### src/rtl/core/m3i_fifo.sv
// small register queue used between the pipeline parts and at the result side
// depends on nothing but its parameters
module m3i_fifo #(
    parameter int WIDTH = 8,
    parameter int DEPTH = 2
) (
    input  logic             clk,
    input  logic             rst_n,
    input  logic             push,
    input  logic [WIDTH-1:0] wdata,
    output logic             full,
    input  logic             pop,
    output logic [WIDTH-1:0] rdata,
    output logic             empty
);

    localparam int AW   = (DEPTH > 1) ? $clog2(DEPTH) : 1;
    localparam int CNTW = $clog2(DEPTH + 1);

    logic [WIDTH-1:0] mem_reg [DEPTH];
    logic [AW-1:0]    wr_ptr_reg, wr_ptr_next;
    logic [AW-1:0]    rd_ptr_reg, rd_ptr_next;
    logic [CNTW-1:0]  count_reg, count_next;
    logic             push_ok, pop_ok;

    assign full    = (count_reg == CNTW'(DEPTH));
    assign empty   = (count_reg == '0);
    assign push_ok = push && !full;
    assign pop_ok  = pop && !empty;
    assign rdata   = mem_reg[rd_ptr_reg];

    always_comb
    begin
        wr_ptr_next = wr_ptr_reg;
        rd_ptr_next = rd_ptr_reg;
        count_next  = count_reg;
        if (push_ok)
        begin
            wr_ptr_next = (wr_ptr_reg == AW'(DEPTH - 1)) ? '0 : wr_ptr_reg + 1'b1;
        end
        if (pop_ok)
        begin
            rd_ptr_next = (rd_ptr_reg == AW'(DEPTH - 1)) ? '0 : rd_ptr_reg + 1'b1;
        end
        if (push_ok && !pop_ok)
        begin
            count_next = count_reg + 1'b1;
        end
        else if (pop_ok && !push_ok)
        begin
            count_next = count_reg - 1'b1;
        end
    end

    always_ff @(posedge clk or negedge rst_n)
    begin
        if (!rst_n)
        begin
            wr_ptr_reg <= '0;
            rd_ptr_reg <= '0;
            count_reg  <= '0;
        end
        else
        begin
            wr_ptr_reg <= wr_ptr_next;
            rd_ptr_reg <= rd_ptr_next;
            count_reg  <= count_next;
        end
    end

    always_ff @(posedge clk)
    begin
        if (push_ok)
        begin
            mem_reg[wr_ptr_reg] <= wdata;
        end
    end

endmodule

### config.mk
export PLATFORM = sky130hd
export DESIGN_NAME = m3i_fifo
export DESIGN_NICKNAME = d
export VERILOG_FILES = /design/src/rtl/core/m3i_fifo.sv
export SDC_FILE = /design/constraint.sdc
export NUM_CORES = 1
export LEC_CHECK = 0
export ABC_AREA = 0
export BUFFER_PORTS_ARGS = -buffer_cell sky130_fd_sc_hd__buf_4
export CORE_MARGIN = 2
export CORE_UTILIZATION = 43
export DETAILED_ROUTE_END_ITERATION = 10
export GPL_TIMING_DRIVEN = 1
export PLACE_DENSITY = 0.68
export SLEW_MARGIN = 25
export SYNTH_ARGS = -nofsm -noshare
export SYNTH_HDL_FRONTEND = slang
export SYNTH_SLANG_ARGS = --single-unit
### constraint.sdc
create_clock -name clk -period 2.8 [get_ports clk]
set_input_delay 0.28 -clock clk [delete_from_list [all_inputs] [get_ports clk]]
set_output_delay 0.28 -clock clk [all_outputs]
set_load 0.02 [all_outputs]
# == Word level (Yosys, flattened, before mapping) ==
# Memories as Yosys holds them, arrays and structs flattened.
# Index checks and enable logic that the tools add are counted.
# word_totals
regBits,4
ram_bits,16
output_inout_bits,10
wordCells,25
n_memories,1
# op_classes
addsub,4
n_eq_ne,1
mux,6
reduce_logical,10
# mem_list
name,depth,word_bits,rd,rd_clocked_by_memory_dff,write_ports,line,rtl
mem_reg,2,8,1,0,1,20,logic [WIDTH-1:0] mem_reg [DEPTH];
# op_table
op,count
1-bit logical AND,4
1-bit zero test,4
1-bit 2-to-1 mux,4
2-bit 2-to-1 mux,2
1-bit adder (second input constant),2
2-bit by 1-bit adder with 2-bit output (second input constant),1
2-bit == test (second input constant),1
2-bit zero test,1
2-bit nonzero test,1
2-bit by 1-bit subtractor with 2-bit output (second input constant),1

# == Logic depth before layout (Yosys ltp) ==
# Gate-level depths: netlist of the first run.
# depth
ltp_word,7
mapped_depth,7

# == Worst setup path before layout of the first run ==
# Ideal clock, no wire load.
# synth_timing
kind,register to register
startpoint,register count_reg[0]
endpoint,"memory mem_reg[0][0], enable pin"
setup_ns,0.370
t_arrival_ns,1.022
setup_slack_ns,1.408
path_stages_with_launch,4
path_cell_list,dfrtp_1 nand2b_1 nand2_2 nor2_1
# synth_via
elab_chain_len,5
# synth_rtl
element,line,rtl
"start, declared",23,"logic [CNTW-1:0] count_reg, count_next;"
"start signal, assigned",67,count_reg <= count_next;
2-bit == test,26,assign full = (count_reg == CNTW'(DEPTH));
1-bit zero test,28,assign push_ok = push && !full;
1-bit logical AND,28,
1-bit 2-to-1 mux,73,if (push_ok)
1-bit 2-to-1 mux (not written as such),75,mem_reg[wr_ptr_reg] <= wdata;
"end, declared",20,
# Every way passes these cells.

# == Worst setup path after layout of the first run ==
# layout_timing
startpoint,register rd_ptr_reg
endpoint,output port rdata[7]
# layout_via
elab_chain_len,1
# layout_rtl
element,line,rtl
"start, declared",22,"logic [AW-1:0] rd_ptr_reg, rd_ptr_next;"
"start signal, assigned",66,rd_ptr_reg <= rd_ptr_next;
memory 2 x 8 bit,-,
"end, declared",13,"output logic [WIDTH-1:0] rdata,"
# Every way passes these cells.

==> impl_metrics.ini, run 1 <==
[run_status]
status = finished clean

[routing]
dr.pass1.iters = 2
drc_errors = 0
num_vias = 432
antenna_left = 0
wl_per_cell_um = 13.2
drtIter0Drc = 4
vias_per_cell = 4.60
wl_mm = 1.24

[clock_network]
cts_buffers = 3
clockRootBuffer = clkbuf_4
path_clk_slew_ps = 110
cts_buffer_depth = 2
cts.htree.levels = 1
cts_tree = built
insertion_delay_ps = 290
numClockSinks = 20
post_cts_buffers = 0

[sta]
fin_setup_tns_ps = 0
setup_viol = 0
tightest_slew_ps = 665
period_needed_ps = 1740
clock_skew_ps = 3.81
fmax_mhz = 575
finalHoldViolCount = 0
drv_slew = 0
rsz0062_at_grt = no
relSlewSlack_pct = 55.5
finalCritPeriodShare_pct = 62.1

[setup_path]
critical_path_class = register to primary output
path_max_fanout = 9
worstPathArrival_ps = 1460
crit_required_ps = 2520
rr_startpoint = count_reg[0]
r2r_cells = 3
r2r_slack_ps = 1210
r2r_end = mem_reg[0][7]
cp-startpoint = rd_ptr_reg
end_kind = primary output
cp-start-kind = register

[placement]
hpwl_um = 908
io_buffer_count = 21
gp_congestion = 0.668
dp_cells = 89

[synth]
synthSimpleGateAreaFrac_pct = 3.84
yosysTopAreaCell = edfxtp_1
syn_area_um2 = 782
synth_compound_area_share_pct = 0.640
yosys_register_bits = 20
synthAdderAreaFrac_pct = 1.60
synth-xor-area-share_pct = 6.56
syn_area_per_cell_um2 = 17.8
yosys_warnings = 0
yosys-top-cells-area = edfxtp_1 (61%), dfrtp_1 (13%), mux2_1 (8.6%), mux2_2 (2.9%), xnor2_1 (2.2%)
synth_top_area_share_pct = 61.4
synth_top_family_by_area = multiplexers
syn_nets = 57
syn_inst = 44
synthDistinctLibCells = 15
synthMuxAreaShare_pct = 11.5
ys_seq_area_share_pct = 74.2

[layout]
stdcell_count = 94
num-nets-final = 83
final_common_cell = buf_4
insertedDiodeCount = 0
fillerInstances = 147
final_cell_mix = buf_4 (21), edfxtp_1 (16), mux2_1 (6), dfrtp_1 (4)
syn2layout_area_growth_pct = 29.4
multi_input_area_um2 = 189
drive_above_1_share_pct = 42.0
seq_area_um2 = 581
largest_reg_flops = 16

[hold_path]
hold_path_class = input pin to register
hold_depth = 1
min-delay-start = wdata[0]
hold_end = mem_reg[0][0]

[die]
io_pins = 22
coreArea_um2 = 1730
die_area_um2 = 2180
die_x_um = 46.6
num_rows = 15
initial_core_util_pct = 45.3
die_height_um = 46.6

[flow_run]
drv_cap = 0

[power_and_ir_drop]
ir_drop_v = 0.000591
powerDensity_nw_per_um2 = 1020
leakage_nw = 0.417

[grt]
grt_use_total_pct = 13.7
grt_pass1_vias = 425
grt_antenna_before_repair = 0
grt_max_degree = 12
grt_overflow_total = 0
grt_pass1_wl_mm = 1.90
power breakdown:
group	switching, mW	leakage [nW]	total [mW]	internal (mW)
clock network	0.0815	0.0210	0.161	0.0791
logic	0.199	0.200	0.394	0.195
registers	0.0666	0.195	0.483	0.416
layer usage:
metal  GRT usage (%)  wire [µm]
met2            21.9        627
met4            8.33         14
met3            3.53         60
met5               0          0
met1            16.4        537
worst max path at each step:
stage                                to  slack [ps]  depth (start not counted)
after floorplan           mem_reg[0][0]        1410                          3
after global placement    mem_reg[0][3]        1290                          3
after detailed placement  mem_reg[0][5]        1190                          3
after CTS                      rdata[7]        1030                          2
after global routing           rdata[7]         990                          2
final                          rdata[7]        1060                          2
per-stage QoR:
stage | setup WS [ps] | power, mW | util, % | hold slack (ps) | instance area, µm²
floorplan | 1410 | 0.740 | - | -15.6 | 782
global placement | 1290 | 0.880 | 55.9 | 80.0 | 966
detailed placement | 1190 | 0.891 | 55.9 | 81.3 | 966
CTS | 1030 | 1.05 | 58.6 | 155 | 1010
global route | 988 | 1.11 | 58.6 | 148 | 1010
finish | 1060 | 1.04 | 58.6 | 165 | 1010
layout make-up:
cell class	count	share of cell area, %
clock buffers	4	3.58
well taps	25	3.09
multi-input cells	21	18.7
flip-flops and latches	20	57.4
repair buffers	22	16.6
inverters	2	0.742
cell usage after synthesis, drive strengths merged:
library cell	number
edfxtp	16
o21ai	1
xor2	2
inv	2
mux2	8
ha	1
and3	1
xnor2	3
nand2	1
dfrtp	4
buf	1
nor2	3
nand2b	1
worst max-delay path: stages (launching register included):
cell and delay (ps):
dfrtp_1 610, mux2_2 400, buf_4 160
timing repair:
| item | CTS | global route |
|---|---|---|
| resized for setup | 0 | 0 |
| endpoints found under the hold margin | 4 | 0 |
| hold buffers | 1 | 0 |
cells by family (layout without fill, tap and decap cells):
logic type	Yosys count	in the layout
XOR/XNOR	5	5
multiplexers	8	8
adder cells (fa/ha/maj)	1	1
flip-flops	20	20
buffers and inverters	3	28
AO/OA/AOI/OAI	1	1
AND/OR/NAND/NOR	6	6
Note: power is estimated with default switching activity, not from simulation.
==> run 2, diff against run 1 <==
PLACE_DENSITY = 0.7   (was 0.68)
clock period = 1.5 ns   (was 2.8 ns; I/O delays follow)
==> impl_metrics.ini, run 2 (synthesis gave the netlist of run 1 again) <==
[routing]
vias_per_cell = 4.32
dr.pass1.iters = 1
drc_errors = 0
drtIter0Drc = 0
wl_mm = 1.10
num_vias = 428
wl_per_cell_um = 11.1
antenna_left = 0

[sta]
tightest_slew_ps = 231
finalHoldViolCount = 0
rsz0062_at_grt = yes
finalCritPeriodShare_pct = 98.5
clock_skew_ps = 4.45
drv_slew = 0
relSlewSlack_pct = 84.6
fmax_mhz = 677
period_needed_ps = 1480
setup_viol = 0

[clock_network]
cts_buffer_depth = 2
cts_buffers = 3
clockRootBuffer = clkbuf_4
cts.htree.levels = 1
path_clk_slew_ps = 110
insertion_delay_ps = 290
numClockSinks = 20
cts_tree = built

[layout]
syn2layout_area_growth_pct = 39.0
largest_reg_flops = 16
insertedDiodeCount = 0
drive_above_1_share_pct = 51.4
final_cell_mix = buf_4 (25), edfxtp_1 (16), mux2_1 (6), nor2_1 (3), clkbuf_4 (3)
postLayoutCoreUtil_pct = 63.0
final_common_cell = buf_4
num-nets-final = 88

[grt]
grt_overflow_total = 0
grt_use_total_pct = 11.3
grt_max_degree = 13
grt_pass1_wl_mm = 1.52
grt_antenna_before_repair = 0
grt_pass1_vias = 360

[setup_path]
end_kind = primary output
crit_required_ps = 1350
cp-start-kind = register
path_max_fanout = 9
worstPathArrival_ps = 1330
critical_path_class = register to primary output

[die]
die_x_um = 46.6
coreArea_um2 = 1730
die_area_um2 = 2180
initial_core_util_pct = 45.3
num_rows = 15
die_height_um = 46.6
io_pins = 22

[run_status]
status = finished clean

[power_and_ir_drop]
total_power_mw = 2.19
powerDensity_nw_per_um2 = 2020
leakage_nw = 0.460
ir_drop_v = 0.00109

[placement]
gp_congestion = 0.681
io_buffer_count = 21

[hold_path]
hold_path_class = input pin to register

[flow_run]
drv_cap = 0
==> run 2: changes by cell type in the layout (fill, tap and decap cells not counted), sizes merged <==
cell    delta
clkbuf     -1
buf        +5
bufinv     +1
==> run 2: power breakdown <==
group | internal (mW) | total, mW | switching, mW
clock network | 0.270 | 0.426 | 0.156
registers | 0.780 | 0.905 | 0.124
logic | 0.457 | 0.860 | 0.404
total | 1.51 | 2.19 | 0.684
==> run 2: repair_timing <==
| action | in CTS | in global routing |
|---|---|---|
| buffers inserted | 0 | 1 |
| pin swaps | 0 | 1 |
| endpoints found under the setup margin | 8 | 9 |
| hold buffers | 1 | 0 |
| endpoints found under the hold margin | 4 | 0 |
| resized for setup | 2 | 4 |
==> run 2: metrics by stage <==
stage | hold WS, ps | TNS, ps | area (µm²) | cells | setup WS, ps
after floorplan | -146 | 0 | 782 | 44 | 108
after global placement | -50.5 | 0 | 996 | 93 | 87.2
after detailed placement | -50.5 | 0 | 996 | 93 | 41.8
after CTS | 20.7 | 0 | 1060 | 98 | 3.55
after global routing | 0.405 | -215 | 1090 | 99 | -43.8
final | 30.8 | 0 | 1090 | 99 | 22.4
==> run 2: layer usage <==
layer	global-route usage, %	vias to the layer above	part of all wire (%)	wire [µm]
met2	15.6	10	51	559
met4	10.0	0	1.0	11
met5	0	-	0	0
met3	5.10	2	5.7	63
met1	13.2	199	42	467
li1	-	217	-	-
==> run 2: worst paths after layout <==
path	end	from	cells after the start	slack (ps)
worst min register to register	count_reg[0]	count_reg[0]	1	490
worst max register to register	count_reg[1]	count_reg[0]	6	120
worst max-delay path	rdata[2]	rd_ptr_reg	2	20
min in group asynchronous	count_reg[0]	rst_n	2	170
worst min-delay path	mem_reg[0][7]	wdata[7]	1	30
max in group asynchronous	rd_ptr_reg	rst_n	2	1220
==> run 2: layout make-up <==
cell class	instances	area (µm²)
Clock inverter	1	30.0
Timing Repair Buffer	27	209
Sequential cell	20	583
Clock buffer	3	22.5
Tap cell	25	31.3
Fill cell	140	639
Inverter	2	7.51
Multi-Input combinational cell	21	204
==> run 2: worst max-delay path: stages (launching register included) <==
cell	delay, ps
dfrtp_2	520
mux2_2	360
buf_4	160
==> run 3, diff against run 2 <==
--- a/config.mk
+++ b/config.mk
@@ -14,2 +14,3 @@
 export PLACE_DENSITY = 0.7
+export SKIP_CTS_REPAIR_TIMING = 1
 export SLEW_MARGIN = 25
--- a/constraint.sdc
+++ b/constraint.sdc
@@ -3,2 +3,2 @@
 set_output_delay 0.15 -clock clk [all_outputs]
-set_load 0.02 [all_outputs]
+set_load 0.01 [all_outputs]
==> impl_metrics.ini, run 3 (synthesis gave the netlist of run 1 again) <==
[power_and_ir_drop]
p_clk_share_pct = 20.2
p_int_mw = 1.51
powerDensity_nw_per_um2 = 1950
pwr-share-comb_pct = 39.3
switchingPower_mw = 0.618
total_power_mw = 2.13
power_frac_seq_pct = 40.5
ir_drop_v = 0.000993
swShare_pct = 29.0
leakage_nw = 0.463

[routing]
drtIter0Drc = 14
vias_per_cell = 4.43
antenna_left = 0
wl_mm = 1.25
dr.pass1.iters = 4
drc_errors = 0
wl_per_cell_um = 12.4
num_vias = 447

[setup_path]
path_max_fanout = 5
worstPathArrival_ps = 1330
crit_required_ps = 1350
r2r_cells = 6
cp-start-kind = register
r2r_end = count_reg[1]
r2r_slack_ps = 110
rr_startpoint = count_reg[0]
critical_path_class = register to primary output
end_kind = primary output

[clock_network]
cts_buffer_depth = 2
cts_buffers = 3
cts_tree = built
path_clk_slew_ps = 110
insertion_delay_ps = 290
numClockSinks = 20
cts.htree.levels = 1
clockRootBuffer = clkbuf_4

[flow_run]
drv_cap = 0

[die]
coreArea_um2 = 1730
io_pins = 22
die_area_um2 = 2180
num_rows = 15
die_x_um = 46.6
die_height_um = 46.6
initial_core_util_pct = 45.3

[hold_path]
hold_depth = 1
hold_end = mem_reg[0][7]
min-delay-start = wdata[7]
hold_path_class = input pin to register

[run_status]
status = finished clean

[sta]
final.setup.worst_slack_ps = 23.3
fmax_mhz = 677
finalCritPeriodShare_pct = 98.4
relSlewSlack_pct = 84.1
setup_viol = 0
finalHoldViolCount = 0
drv_slew = 0
tightest_slew_ps = 239
period_needed_ps = 1480
rsz0062_at_grt = yes
clock_skew_ps = 0.929

[layout]
postLayoutCoreUtil_pct = 63.3
insertedDiodeCount = 0
syn2layout_area_growth_pct = 39.7
fillerInstances = 138
design_area_um2 = 1090
final_cell_mix = buf_4 (27), edfxtp_1 (16), mux2_1 (6), nor2_1 (3), clkbuf_4 (3)
final_common_cell = buf_4
num-nets-final = 90
largest_reg_flops = 16
drive_above_1_share_pct = 52.6

[grt]
grt_max_degree = 13
grt_pass1_wl_mm = 1.52
grt_antenna_before_repair = 0
grt_pass1_vias = 349
grt_use_total_pct = 11.3
grt_overflow_total = 0

[placement]
gp_congestion = 0.681
dp_worst_setup_slack_ps = 41.8
io_buffer_count = 21
placed_area_um2 = 996
==> run 3: changes by cell type in the layout (fill, tap and decap cells not counted), sizes merged <==
cell	before	now
buf	26	28
==> run 3: power groups by stage <==
| stage | clock network [mW] | logic (mW) | registers (mW) |
|---|---|---|---|
| 2_1_floorplan | 0 | 0.438 | 0.846 |
| 3_3_place_gp | 0 | 0.690 | 0.904 |
| 3_5_place_dp | 0 | 0.703 | 0.906 |
| 4_1_cts | 0.440 | 0.704 | 0.895 |
| 5_1_grt | 0.470 | 0.910 | 0.877 |
| 6_report | 0.430 | 0.838 | 0.864 |
==> run 3: layout make-up <==
class,instances,area (µm²),area share [%]
Timing Repair Buffer,29,218,19.9
Clock buffer,3,22.5,2.06
Tap cell,25,31.3,2.86
Sequential cell,20,583,53.4
Multi-Input combinational cell,21,200,18.3
Clock inverter,1,30.0,2.75
Inverter,2,7.51,0.687
==> run 3: metal layers <==
layer | wire [µm] | track usage [%] | part of all wire, % | vias to the layer above
met4 | 27 | 10.0 | 2.2 | 0
li1 | - | - | - | 223
met1 | 522 | 14.2 | 42 | 206
met5 | 0 | 0 | 0 | -
met3 | 72 | 5.10 | 5.8 | 4
met2 | 627 | 14.4 | 50 | 14
==> run 3: how the worst max path moves through the flow <==
stage / startpoint / endpoint / slack (ps) / depth (start not counted)
5_1_grt: rd_ptr_reg / rdata[3] / -40 / 3
3_3_place_gp: count_reg[0] / count_reg[1] / 90 / 6
3_5_place_dp: count_reg[0] / count_reg[1] / 40 / 6
6_report: rd_ptr_reg / rdata[3] / 20 / 3
2_1_floorplan: count_reg[0] / mem_reg[0][0] / 110 / 3
4_1_cts: rd_ptr_reg / rdata[7] / -100 / 2
==> run 3: worst max-delay path: stages, from the launching register on <==
cell	delay, ps
dfrtp_2	410
buf_4	160
mux2_1	310
buf_4	150
==> run 3: per-stage QoR <==
step                cells  hold WS [ps]  setup TNS, ps
floorplan              44          -146              0
global placement       93         -50.5              0
detailed placement     93         -50.5              0
CTS                    97          -384           -632
global route          101         0.405           -167
finish                101          29.4              0
